File: src/sv/mrcsm_pkg.sv
// ============================================================================
// mrcsm_pkg: shared types and constants for the matrix row/column sum block
// Field widths of the item channels, register indexes and result kinds.
// ============================================================================
package mrcsm_pkg;

    // Item field widths.
    localparam int ELEM_W     = 16;
    localparam int SUM_W      = 22;
    localparam int IDX_W      = 6;
    localparam int MROW_W     = 6;
    localparam int MCOL_W     = 4;
    localparam int KIND_W     = 2;

    // Configuration port.
    localparam int NUM_ROWS_W = 7;
    localparam int NUM_COLS_W = 5;
    localparam int CFG_DATA_W = 7;
    localparam int CFG_IDX_W  = 2;

    localparam logic [CFG_IDX_W-1:0] REG_NUM_ROWS = 2'd0;
    localparam logic [CFG_IDX_W-1:0] REG_NUM_COLS = 2'd1;

    // Register values after reset.
    localparam int NUM_ROWS_RST = 64;
    localparam int NUM_COLS_RST = 16;

    // Kind of a result item.
    typedef enum logic [KIND_W-1:0] {
        KIND_ROW = 2'd0,
        KIND_COL = 2'd1,
        KIND_MAX = 2'd2
    } result_kind_t;

    // Commands to the column sum memory.
    typedef struct packed {
        logic add;    // accumulate an element into the addressed column
        logic rd;     // read the addressed column sum for output
        logic clear;  // start a new matrix: all column sums read as zero
    } cm_ctl_t;

endpackage

File: src/sv/mrcsm_if.sv
// ============================================================================
// mrcsm_if: item channels of the matrix row/column sum block
// Element channel and result channel, each with valid/ready handshake.
// ============================================================================
interface mrcsm_elem_if;
    import mrcsm_pkg::*;

    logic              valid;
    logic              ready;
    logic [ELEM_W-1:0] elem_value;

    modport source (output valid, output elem_value, input ready);
    modport sink   (input valid, input elem_value, output ready);
endinterface

interface mrcsm_result_if;
    import mrcsm_pkg::*;

    logic              valid;
    logic              ready;
    logic [KIND_W-1:0] result_kind;
    logic [IDX_W-1:0]  result_index;
    logic [SUM_W-1:0]  sum_value;
    logic [ELEM_W-1:0] max_value;
    logic [MROW_W-1:0] max_row;
    logic [MCOL_W-1:0] max_col;
    logic              last;

    modport source (output valid, output result_kind, output result_index,
                    output sum_value, output max_value, output max_row,
                    output max_col, output last, input ready);
    modport sink   (input valid, input result_kind, input result_index,
                    input sum_value, input max_value, input max_row,
                    input max_col, input last, output ready);
endinterface

File: src/sv/mrcsm_colmem.sv
// ============================================================================
// mrcsm_colmem: column sum memory with read-modify-write
// One synchronous memory holds the per-column sums. An element is added in
// two steps: the column is read at acceptance and written back in the next
// cycle. The last write is forwarded to cover a read at the same edge.
// ============================================================================
module mrcsm_colmem #(
    parameter int COLS = 16,
    parameter int AW   = 4
) (
    input  logic                         clk,
    input  logic                         rst_n,
    input  mrcsm_pkg::cm_ctl_t           ctl,
    input  logic [AW-1:0]                addr,
    input  logic [mrcsm_pkg::ELEM_W-1:0] value,
    output logic                         busy,
    output logic [mrcsm_pkg::SUM_W-1:0]  rd_sum
);
    import mrcsm_pkg::*;

    logic [SUM_W-1:0]  mem [COLS];
    logic [SUM_W-1:0]  rd_data_reg;
    logic [AW-1:0]     rd_addr_reg;
    logic [COLS-1:0]   col_vld_reg;
    logic              b_vld_reg;
    logic [ELEM_W-1:0] b_val_reg;
    logic              wr_vld_reg;
    logic [AW-1:0]     wr_col_reg;
    logic [SUM_W-1:0]  wr_data_reg;
    logic              fwd;
    logic [SUM_W-1:0]  new_sum;

    // Current value of the column read last: forwarded write, stored sum,
    // or zero for a column not yet written in this matrix.
    always_comb
    begin
        fwd = wr_vld_reg && (wr_col_reg == rd_addr_reg);
        if (fwd)
        begin
            rd_sum = wr_data_reg;
        end
        else if (col_vld_reg[rd_addr_reg])
        begin
            rd_sum = rd_data_reg;
        end
        else
        begin
            rd_sum = '0;
        end
        new_sum = rd_sum + SUM_W'(b_val_reg);
    end

    assign busy = b_vld_reg;

    // Memory array: one read port, one write port.
    always_ff @(posedge clk)
    begin
        if (ctl.add || ctl.rd)
        begin
            rd_data_reg <= mem[addr];
        end
        if (b_vld_reg)
        begin
            mem[rd_addr_reg] <= new_sum;
        end
    end

    // Address and write-back payload.
    always_ff @(posedge clk)
    begin
        if (ctl.add || ctl.rd)
        begin
            rd_addr_reg <= addr;
        end
        if (ctl.add)
        begin
            b_val_reg <= value;
        end
        if (b_vld_reg)
        begin
            wr_col_reg  <= rd_addr_reg;
            wr_data_reg <= new_sum;
        end
    end

    // Valid bits and pipeline control.
    always_ff @(posedge clk or negedge rst_n)
    begin
        if (!rst_n)
        begin
            col_vld_reg <= '0;
            b_vld_reg   <= 1'b0;
            wr_vld_reg  <= 1'b0;
        end
        else if (ctl.clear)
        begin
            col_vld_reg <= '0;
            b_vld_reg   <= 1'b0;
            wr_vld_reg  <= 1'b0;
        end
        else
        begin
            b_vld_reg <= ctl.add;
            if (b_vld_reg)
            begin
                col_vld_reg[rd_addr_reg] <= 1'b1;
                wr_vld_reg               <= 1'b1;
            end
        end
    end

endmodule

File: src/sv/matrix_row_col_sum_max.sv
// ============================================================================
// matrix_row_col_sum_max: row/column sums and first global maximum
// Top level: position counters, row accumulators, global maximum, result
// register and the drain sequencer for the column sums.
// ============================================================================
// Elements arrive in row-major order, one per cycle while the result register
// is free; the last element of a row also loads that row's sum and maximum.
// Column sums live in a synchronous memory with one read and one write port,
// updated by read-modify-write. After the last element of the matrix no
// element is taken until the column sums and the global maximum have been
// sent: the pending write-back completes, each column is read and then
// output in turn, and the maximum is sent last. Writing either size
// register restarts the matrix.
module matrix_row_col_sum_max #(
    parameter int MAX_ROWS = 64,
    parameter int MAX_COLS = 16
) (
    input  logic                             clk,
    input  logic                             rst_n,
    input  logic                             cfg_we,
    input  logic [mrcsm_pkg::CFG_IDX_W-1:0]  cfg_index,
    input  logic [mrcsm_pkg::CFG_DATA_W-1:0] cfg_data,
    mrcsm_elem_if.sink                       elem,
    mrcsm_result_if.source                   result
);
    import mrcsm_pkg::*;

    localparam int RPW      = (MAX_ROWS > 1) ? $clog2(MAX_ROWS) : 1;
    localparam int CPW      = (MAX_COLS > 1) ? $clog2(MAX_COLS) : 1;
    localparam int ROWS_RST = (NUM_ROWS_RST > MAX_ROWS) ? MAX_ROWS : NUM_ROWS_RST;
    localparam int COLS_RST = (NUM_COLS_RST > MAX_COLS) ? MAX_COLS : NUM_COLS_RST;

    typedef enum logic [1:0] {
        ST_RUN,
        ST_DRD,
        ST_DOUT,
        ST_DMAX
    } state_t;

    state_t            state_reg, state_next;
    logic [RPW-1:0]    last_row_reg, last_row_next;
    logic [CPW-1:0]    last_col_reg, last_col_next;
    logic [RPW-1:0]    row_pos_reg, row_pos_next;
    logic [CPW-1:0]    col_pos_reg, col_pos_next;
    logic [CPW-1:0]    drain_reg, drain_next;
    logic [SUM_W-1:0]  row_sum_reg, row_sum_next;
    logic [ELEM_W-1:0] row_max_reg, row_max_next;
    logic [ELEM_W-1:0] best_val_reg, best_val_next;
    logic [RPW-1:0]    best_row_reg, best_row_next;
    logic [CPW-1:0]    best_col_reg, best_col_next;

    logic              out_vld_reg, out_vld_next;
    result_kind_t      out_kind_reg, out_kind_next;
    logic [IDX_W-1:0]  out_idx_reg, out_idx_next;
    logic [SUM_W-1:0]  out_sum_reg, out_sum_next;
    logic [ELEM_W-1:0] out_max_reg, out_max_next;
    logic [MROW_W-1:0] out_mrow_reg, out_mrow_next;
    logic [MCOL_W-1:0] out_mcol_reg, out_mcol_next;
    logic              out_last_reg, out_last_next;

    logic              out_free;
    logic              accept;
    logic              cfg_hit;
    logic [31:0]       rows_req;
    logic [31:0]       cols_req;
    logic [SUM_W-1:0]  row_sum_add;
    logic [ELEM_W-1:0] row_max_upd;
    cm_ctl_t           cm_ctl;
    logic [CPW-1:0]    cm_addr;
    logic              cm_busy;
    logic [SUM_W-1:0]  cm_sum;

    // Handshake.
    assign out_free    = !out_vld_reg || result.ready;
    assign elem.ready  = (state_reg == ST_RUN) && out_free;
    assign accept      = elem.valid && elem.ready;
    assign cfg_hit     = cfg_we && ((cfg_index == REG_NUM_ROWS) ||
                                    (cfg_index == REG_NUM_COLS));

    // Effective size from a register write: zero counts as one, large values
    // are limited to the build maximum.
    assign rows_req = 32'(cfg_data[NUM_ROWS_W-1:0]);
    assign cols_req = 32'(cfg_data[NUM_COLS_W-1:0]);

    assign row_sum_add = row_sum_reg + SUM_W'(elem.elem_value);
    assign row_max_upd = (elem.elem_value > row_max_reg) ? elem.elem_value
                                                         : row_max_reg;

    // Column sum memory requests.
    always_comb
    begin
        cm_ctl.add   = accept;
        cm_ctl.rd    = (state_reg == ST_DRD) && !cm_busy;
        cm_ctl.clear = cfg_hit || ((state_reg == ST_DMAX) && out_free);
        cm_addr      = (state_reg == ST_RUN) ? col_pos_reg : drain_reg;
    end

    // Next state of the sequencer, accumulators and result register.
    always_comb
    begin
        state_next    = state_reg;
        last_row_next = last_row_reg;
        last_col_next = last_col_reg;
        row_pos_next  = row_pos_reg;
        col_pos_next  = col_pos_reg;
        drain_next    = drain_reg;
        row_sum_next  = row_sum_reg;
        row_max_next  = row_max_reg;
        best_val_next = best_val_reg;
        best_row_next = best_row_reg;
        best_col_next = best_col_reg;
        out_vld_next  = out_vld_reg && !result.ready;
        out_kind_next = out_kind_reg;
        out_idx_next  = out_idx_reg;
        out_sum_next  = out_sum_reg;
        out_max_next  = out_max_reg;
        out_mrow_next = out_mrow_reg;
        out_mcol_next = out_mcol_reg;
        out_last_next = out_last_reg;

        if (cfg_hit)
        begin
            // Size change restarts the matrix.
            if (cfg_index == REG_NUM_ROWS)
            begin
                if (rows_req == 32'd0)
                begin
                    last_row_next = '0;
                end
                else if (rows_req > 32'(MAX_ROWS))
                begin
                    last_row_next = RPW'(MAX_ROWS - 1);
                end
                else
                begin
                    last_row_next = RPW'(rows_req - 32'd1);
                end
            end
            else
            begin
                if (cols_req == 32'd0)
                begin
                    last_col_next = '0;
                end
                else if (cols_req > 32'(MAX_COLS))
                begin
                    last_col_next = CPW'(MAX_COLS - 1);
                end
                else
                begin
                    last_col_next = CPW'(cols_req - 32'd1);
                end
            end
            state_next    = ST_RUN;
            row_pos_next  = '0;
            col_pos_next  = '0;
            drain_next    = '0;
            row_sum_next  = '0;
            row_max_next  = '0;
            best_val_next = '0;
            best_row_next = '0;
            best_col_next = '0;
        end
        else
        begin
            unique case (state_reg)
                ST_RUN:
                begin
                    if (accept)
                    begin
                        // Global maximum: first element taken as is, later
                        // ones only when strictly greater.
                        if ((row_pos_reg == '0) && (col_pos_reg == '0))
                        begin
                            best_val_next = elem.elem_value;
                            best_row_next = '0;
                            best_col_next = '0;
                        end
                        else if (elem.elem_value > best_val_reg)
                        begin
                            best_val_next = elem.elem_value;
                            best_row_next = row_pos_reg;
                            best_col_next = col_pos_reg;
                        end

                        if (col_pos_reg == last_col_reg)
                        begin
                            // End of row: send the row result.
                            out_vld_next  = 1'b1;
                            out_kind_next = KIND_ROW;
                            out_idx_next  = IDX_W'(row_pos_reg);
                            out_sum_next  = row_sum_add;
                            out_max_next  = row_max_upd;
                            out_mrow_next = '0;
                            out_mcol_next = '0;
                            out_last_next = 1'b0;
                            row_sum_next  = '0;
                            row_max_next  = '0;
                            col_pos_next  = '0;
                            if (row_pos_reg == last_row_reg)
                            begin
                                drain_next = '0;
                                state_next = ST_DRD;
                            end
                            else
                            begin
                                row_pos_next = row_pos_reg + RPW'(1);
                            end
                        end
                        else
                        begin
                            row_sum_next = row_sum_add;
                            row_max_next = row_max_upd;
                            col_pos_next = col_pos_reg + CPW'(1);
                        end
                    end
                end

                ST_DRD:
                begin
                    // Read the column once the last write-back is done.
                    if (!cm_busy)
                    begin
                        state_next = ST_DOUT;
                    end
                end

                ST_DOUT:
                begin
                    if (out_free)
                    begin
                        out_vld_next  = 1'b1;
                        out_kind_next = KIND_COL;
                        out_idx_next  = IDX_W'(drain_reg);
                        out_sum_next  = cm_sum;
                        out_max_next  = '0;
                        out_mrow_next = '0;
                        out_mcol_next = '0;
                        out_last_next = 1'b0;
                        if (drain_reg == last_col_reg)
                        begin
                            state_next = ST_DMAX;
                        end
                        else
                        begin
                            drain_next = drain_reg + CPW'(1);
                            state_next = ST_DRD;
                        end
                    end
                end

                ST_DMAX:
                begin
                    if (out_free)
                    begin
                        out_vld_next  = 1'b1;
                        out_kind_next = KIND_MAX;
                        out_idx_next  = '0;
                        out_sum_next  = '0;
                        out_max_next  = best_val_reg;
                        out_mrow_next = MROW_W'(best_row_reg);
                        out_mcol_next = MCOL_W'(best_col_reg);
                        out_last_next = 1'b1;
                        row_pos_next  = '0;
                        col_pos_next  = '0;
                        drain_next    = '0;
                        best_val_next = '0;
                        best_row_next = '0;
                        best_col_next = '0;
                        state_next    = ST_RUN;
                    end
                end

                default:
                begin
                    state_next = ST_RUN;
                end
            endcase
        end
    end

    // State, accumulators and result register.
    always_ff @(posedge clk or negedge rst_n)
    begin
        if (!rst_n)
        begin
            state_reg    <= ST_RUN;
            last_row_reg <= RPW'(ROWS_RST - 1);
            last_col_reg <= CPW'(COLS_RST - 1);
            row_pos_reg  <= '0;
            col_pos_reg  <= '0;
            drain_reg    <= '0;
            row_sum_reg  <= '0;
            row_max_reg  <= '0;
            best_val_reg <= '0;
            best_row_reg <= '0;
            best_col_reg <= '0;
            out_vld_reg  <= 1'b0;
            out_kind_reg <= KIND_ROW;
            out_idx_reg  <= '0;
            out_sum_reg  <= '0;
            out_max_reg  <= '0;
            out_mrow_reg <= '0;
            out_mcol_reg <= '0;
            out_last_reg <= 1'b0;
        end
        else
        begin
            state_reg    <= state_next;
            last_row_reg <= last_row_next;
            last_col_reg <= last_col_next;
            row_pos_reg  <= row_pos_next;
            col_pos_reg  <= col_pos_next;
            drain_reg    <= drain_next;
            row_sum_reg  <= row_sum_next;
            row_max_reg  <= row_max_next;
            best_val_reg <= best_val_next;
            best_row_reg <= best_row_next;
            best_col_reg <= best_col_next;
            out_vld_reg  <= out_vld_next;
            out_kind_reg <= out_kind_next;
            out_idx_reg  <= out_idx_next;
            out_sum_reg  <= out_sum_next;
            out_max_reg  <= out_max_next;
            out_mrow_reg <= out_mrow_next;
            out_mcol_reg <= out_mcol_next;
            out_last_reg <= out_last_next;
        end
    end

    // Result channel.
    assign result.valid        = out_vld_reg;
    assign result.result_kind  = out_kind_reg;
    assign result.result_index = out_idx_reg;
    assign result.sum_value    = out_sum_reg;
    assign result.max_value    = out_max_reg;
    assign result.max_row      = out_mrow_reg;
    assign result.max_col      = out_mcol_reg;
    assign result.last         = out_last_reg;

    // Column sum memory.
    mrcsm_colmem #(
        .COLS (MAX_COLS),
        .AW   (CPW)
    ) u_colmem (
        .clk    (clk),
        .rst_n  (rst_n),
        .ctl    (cm_ctl),
        .addr   (cm_addr),
        .value  (elem.elem_value),
        .busy   (cm_busy),
        .rd_sum (cm_sum)
    );

endmodule
File: src/flat_wrapper.sv
// flat-port wrapper written by rule: the top's interface ports become plain ports
module matrix_row_col_sum_max_flat import mrcsm_pkg::*;
#(
    parameter int MAX_ROWS = 64,
    parameter int MAX_COLS = 16
)
  (clk, rst_n, cfg_we, cfg_index, cfg_data, elem_valid, elem_elem_value, elem_ready, result_valid, result_result_kind, result_result_index, result_sum_value, result_max_value, result_max_row, result_max_col, result_last, result_ready);
  mrcsm_elem_if elem_i ();
  mrcsm_result_if result_i ();
  input  logic clk;
  input  logic rst_n;
  input  logic cfg_we;
  input  logic [mrcsm_pkg::CFG_IDX_W-1:0] cfg_index;
  input  logic [mrcsm_pkg::CFG_DATA_W-1:0] cfg_data;
  input wire logic [$bits(elem_i.valid)-1:0] elem_valid;
  input wire logic [$bits(elem_i.elem_value)-1:0] elem_elem_value;
  output wire logic [$bits(elem_i.ready)-1:0] elem_ready;
  output wire logic [$bits(result_i.valid)-1:0] result_valid;
  output wire logic [$bits(result_i.result_kind)-1:0] result_result_kind;
  output wire logic [$bits(result_i.result_index)-1:0] result_result_index;
  output wire logic [$bits(result_i.sum_value)-1:0] result_sum_value;
  output wire logic [$bits(result_i.max_value)-1:0] result_max_value;
  output wire logic [$bits(result_i.max_row)-1:0] result_max_row;
  output wire logic [$bits(result_i.max_col)-1:0] result_max_col;
  output wire logic [$bits(result_i.last)-1:0] result_last;
  input wire logic [$bits(result_i.ready)-1:0] result_ready;
  assign elem_i.valid = elem_valid;
  assign elem_i.elem_value = elem_elem_value;
  assign elem_ready = elem_i.ready;
  assign result_valid = result_i.valid;
  assign result_result_kind = result_i.result_kind;
  assign result_result_index = result_i.result_index;
  assign result_sum_value = result_i.sum_value;
  assign result_max_value = result_i.max_value;
  assign result_max_row = result_i.max_row;
  assign result_max_col = result_i.max_col;
  assign result_last = result_i.last;
  assign result_i.ready = result_ready;
  matrix_row_col_sum_max #(.MAX_ROWS(MAX_ROWS), .MAX_COLS(MAX_COLS)) u_core (.clk(clk), .rst_n(rst_n), .cfg_we(cfg_we), .cfg_index(cfg_index), .cfg_data(cfg_data), .elem(elem_i), .result(result_i));
endmodule
File: config.mk
export PLATFORM = sky130hd
export DESIGN_NAME = matrix_row_col_sum_max_flat
export DESIGN_NICKNAME = d
export VERILOG_FILES = /design/src/sv/mrcsm_pkg.sv /design/src/sv/mrcsm_if.sv /design/src/sv/mrcsm_colmem.sv /design/src/sv/matrix_row_col_sum_max.sv /design/src/flat_wrapper.sv
export SDC_FILE = /design/constraint.sdc
export NUM_CORES = 1
export LEC_CHECK = 0
export ABC_AREA = 0
export BUFFER_PORTS_ARGS = -buffer_cell sky130_fd_sc_hd__buf_4
export CAP_MARGIN = 25
export CORE_ASPECT_RATIO = 0.7
export CORE_MARGIN = 2
export CORE_UTILIZATION = 40
export DETAILED_ROUTE_END_ITERATION = 8
export PLACE_DENSITY = 0.64
export SLEW_MARGIN = 10
export SYNTH_ARGS = -nofsm -noshare
export SYNTH_HDL_FRONTEND = slang
export SYNTH_SLANG_ARGS = --single-unit
File: constraint.sdc
create_clock -name clk -period 3.8 [get_ports clk]
set_input_delay 0.19 -clock clk [delete_from_list [all_inputs] [get_ports clk]]
set_output_delay 0.19 -clock clk [all_outputs]
set_load 0.01 [all_outputs]
==> flow_summary.yaml <==
worst_setup_path:
  worst-path-max-fanout: 17
  crit_arrival_ns: 4.27
  critPathMaxStageDelay_ns: 0.50
  critPathBufInv: 6
  critPathKind: "register to register"
  required_ns: 4.18
  crit_family: "buffers and inverters"
  worstSetupStartpointType: "register"
  slowest_stage: "mux4_2"
  crit_path_end_kind: "register"
  crit_chain: "buf_6, mux4_2, mux2i_1, mux2_4, buf_8, o21ai_1, ha_1, buf_4, buf_4, nand2_1, o21ai_1, a21oi_1, o21ai_2, o311a_4, buf_12, nand2_1, xnor2_1, buf_12"
die:
  io-pin-count: 89
  die_w_um: 312
  fp-row-count: 79
  core-area_mm2: 0.0661
  die_area_mm2: 0.0685
  die_h_um: 220
  initial_core_util: 0.402
grt:
  grt_use_total: 0.211
  grt_max_degree: 90
  antenna_found_initial: 1
  grt_first_pass_wirelength_um: 113000
  first_global_vias: 19059
  gr-total-overflow: 0
synthesis:
  synth_most_common_cell: "nand2_1"
  synth_common_cells: "nand2_1 (507), edfxtp_1 (420), dfrtp_1 (155)"
  synth_area_leader_cell: "edfxtp_1"
  ys_ff_latch: 585
  syn_inst: 2289
  ys_seq_area_frac: 0.631
  netlist_area_mm2: 0.0266
  ys.flop_type: "edfxtp_1"
  yosys-top-cells-area: "edfxtp_1 (47%), dfrtp_1 (15%), nand2_1 (7.2%)"
  muxShareOfSynthArea: 0.0146
  yosys.cell_types.count: 79
  synth_nets: 2397
  synth_xor_area_frac: 0.0152
  synth_top_family_by_area: "simple AND/OR/NAND/NOR gates"
  synth_top_area_share: 0.475
  yosys.area_share.simple: 0.142
  synthAdderAreaFrac: 0.0380
  synth-edff-count: 420
  syn_avg_cell_area_um2: 11.6
  async_flop_share: 0.282
  synth_compound_area_frac: 0.129
  ys.warnings.count: 0
clock_tree:
  h-tree-depth: 2
  cts_tree: "yes"
  clk_latency_ns: 0.65
  root_buffer: "clkbuf_16"
  clock_path_buffers: 3
  path_clk_slew_ns: 0.07
  cts_inserted_buffers: 56
  cts.sinks: 585
power_and_ir_drop:
  p_leak_uw: 0.0126
  swShare: 0.369
  clockPowerShare: 0.236
  ir_drop_uv: 436
  combPwrFrac: 0.388
  p_int_uw: 15500
  power_density_mw_per_mm2: 765
  p_sw_uw: 9040
  seqPwrFrac: 0.375
route:
  post_drt_via_cell_ratio: 5.70
  drc_errors: 0
  wl_per_cell_um: 21.3
  first_pass_iters: 6
  finalWirelength_um: 73300
  drt_iter0_markers: 2189
  via_count: 19607
  drtAntennaViolNets: 0
placement:
  place_hpwl_um: 45600
  place_congestion: 0.921
  pre_cts_ws_ns: -0.751
  port_buffers: 88
finish:
  nets: 2612
  largest_reg_flops: 352
  area_growth_pct: 20.8
  largest-register: "u_core.u_colmem.mem"
  final_util: 0.485
  antenna_cells: 0
  drive_above_1_share: 0.173
timing:
  fin_hold_ws_ns: 0.0835
  drv_slew: 0
  finClkSkew_ns: 0.0244
  fin_tns_setup_ns: -4.88
  min_period_ns: 3.90
  finalHoldViolCount: 0
  setup_ws_ns: -0.0963
  tightestPinTransition_ns: 0.912
  setup_viol: 90
  finalCritPeriodShare: 1.03
  rsz0062_at_grt: "true"
  slew_headroom: 0.384
  clock.fmax_mhz: 257
status:
  failed_checks: "setup timing"
  run_status: "finished, violations left"
job:
  drv_cap: 0
hold_path:
  hold_path.class: "primary input to register"
per-stage QoR:
stage / total power [µW] / cell area [µm²] / std cells
floorplan: 14800 / 26600 / 2289
global placement: 18100 / 29300 / 3279
detailed placement: 18300 / 29300 / 3279
CTS: 24500 / 32000 / 3436
finish: 24500 / 32100 / 3442
global route: 25900 / 32100 / 3442
power groups by stage:
stage	clock network [µW]	logic, µW	registers, µW
2_1_floorplan	0	5670	9180
3_3_place_gp	0	8770	9320
3_5_place_dp	0	9000	9330
4_1_cts	5880	9380	9200
5_1_grt	6130	10500	9300
6_report	5800	9530	9210
cell usage in the layout, fill, tap and decap left out, types with 15 or more instances in the layout:
cell           instances
buf_12                22
ha_1                  74
o21ai_0               60
nor2_2                16
inv_1                 60
a211oi_1              32
dfrtp_1              155
a221oi_1              15
nand3_1               81
o21a_1                30
a22o_1                33
and3_1                76
clkbuf_16             59
a32o_1                27
buf_4                228
nor3_1                22
xnor2_1               25
a311oi_1              44
nor2_1                86
o221ai_1              15
dlygate4sd3_1         29
a31oi_1               50
clkbuf_1              15
a21o_1                21
nand2_1              507
a21oi_1               77
mux2i_1               23
edfxtp_1             420
routing by layer:
metal  GRT usage  wire length, µm
met1       0.320            33700
met2       0.315            32400
met3      0.0347             5820
met4      0.0535             1400
met5           0                0
logic make-up (layout without fill, tap and decap cells):
kind of cell,Yosys count,count (layout)
and+or+nand+nor,862,864
DFF,585,585
AOI/OAI and AO/OA,482,484
buffers and inverters,201,459
adders and majority gates,80,80
xor gates and xnor gates,46,46
muxes,33,33
worst reg2reg max path, stage by stage (launching register included):
cell and delay, ns:
edfxtp_1 0.37, buf_6 0.13, mux4_2 0.50, mux2i_1 0.17, mux2_4 0.23, buf_8 0.15
o21ai_1 0.12, ha_1 0.32, buf_4 0.14, buf_4 0.15, nand2_1 0.07, o21ai_1 0.09
a21oi_1 0.19, o21ai_2 0.11, o311a_4 0.36, buf_12 0.15, nand2_1 0.07, xnor2_1 0.11
buf_12 0.20
repair_timing:
action | in CTS | in global routing
pin swaps | 28 | 15
setup endpoints to repair | 204 | 221
cloned | 6 | 0
gates resized for setup | 57 | 14
buffers inserted | 17 | 9
hold endpoints to repair | 148 | 0
hold buffers | 29 | 0
worst paths after layout:
check | startpoint | end | slack, ns | cells after the start
hold / removal | cfg_data[1] | u_core.last_col_reg[1] | 0.08 | 5
max in group asynchronous | rst_n | u_core.last_col_reg[0] | 2.63 | 3
setup / recovery | u_core.u_colmem.rd_addr_reg[0] | u_core.u_colmem.mem[2][19] | -0.1 | 18
hold reg to reg | u_core.last_row_reg[5] | u_core.last_row_reg[5] | 0.47 | 2
min in group asynchronous | rst_n | u_core.best_val_reg[10] | 0.16 | 2
setup reg to reg | u_core.u_colmem.rd_addr_reg[0] | u_core.u_colmem.mem[2][19] | -0.1 | 18
layout make-up:
cell class	instances	area [µm²]
flip-flops and latches	585	16800
repair buffers	289	2570
inverters	65	249
well taps	891	1110
fillers	5663	34000
clock buffers	78	1590
clock inverters	27	320
multi-input cells	1507	9490
(Power assumes the default switching activity.)
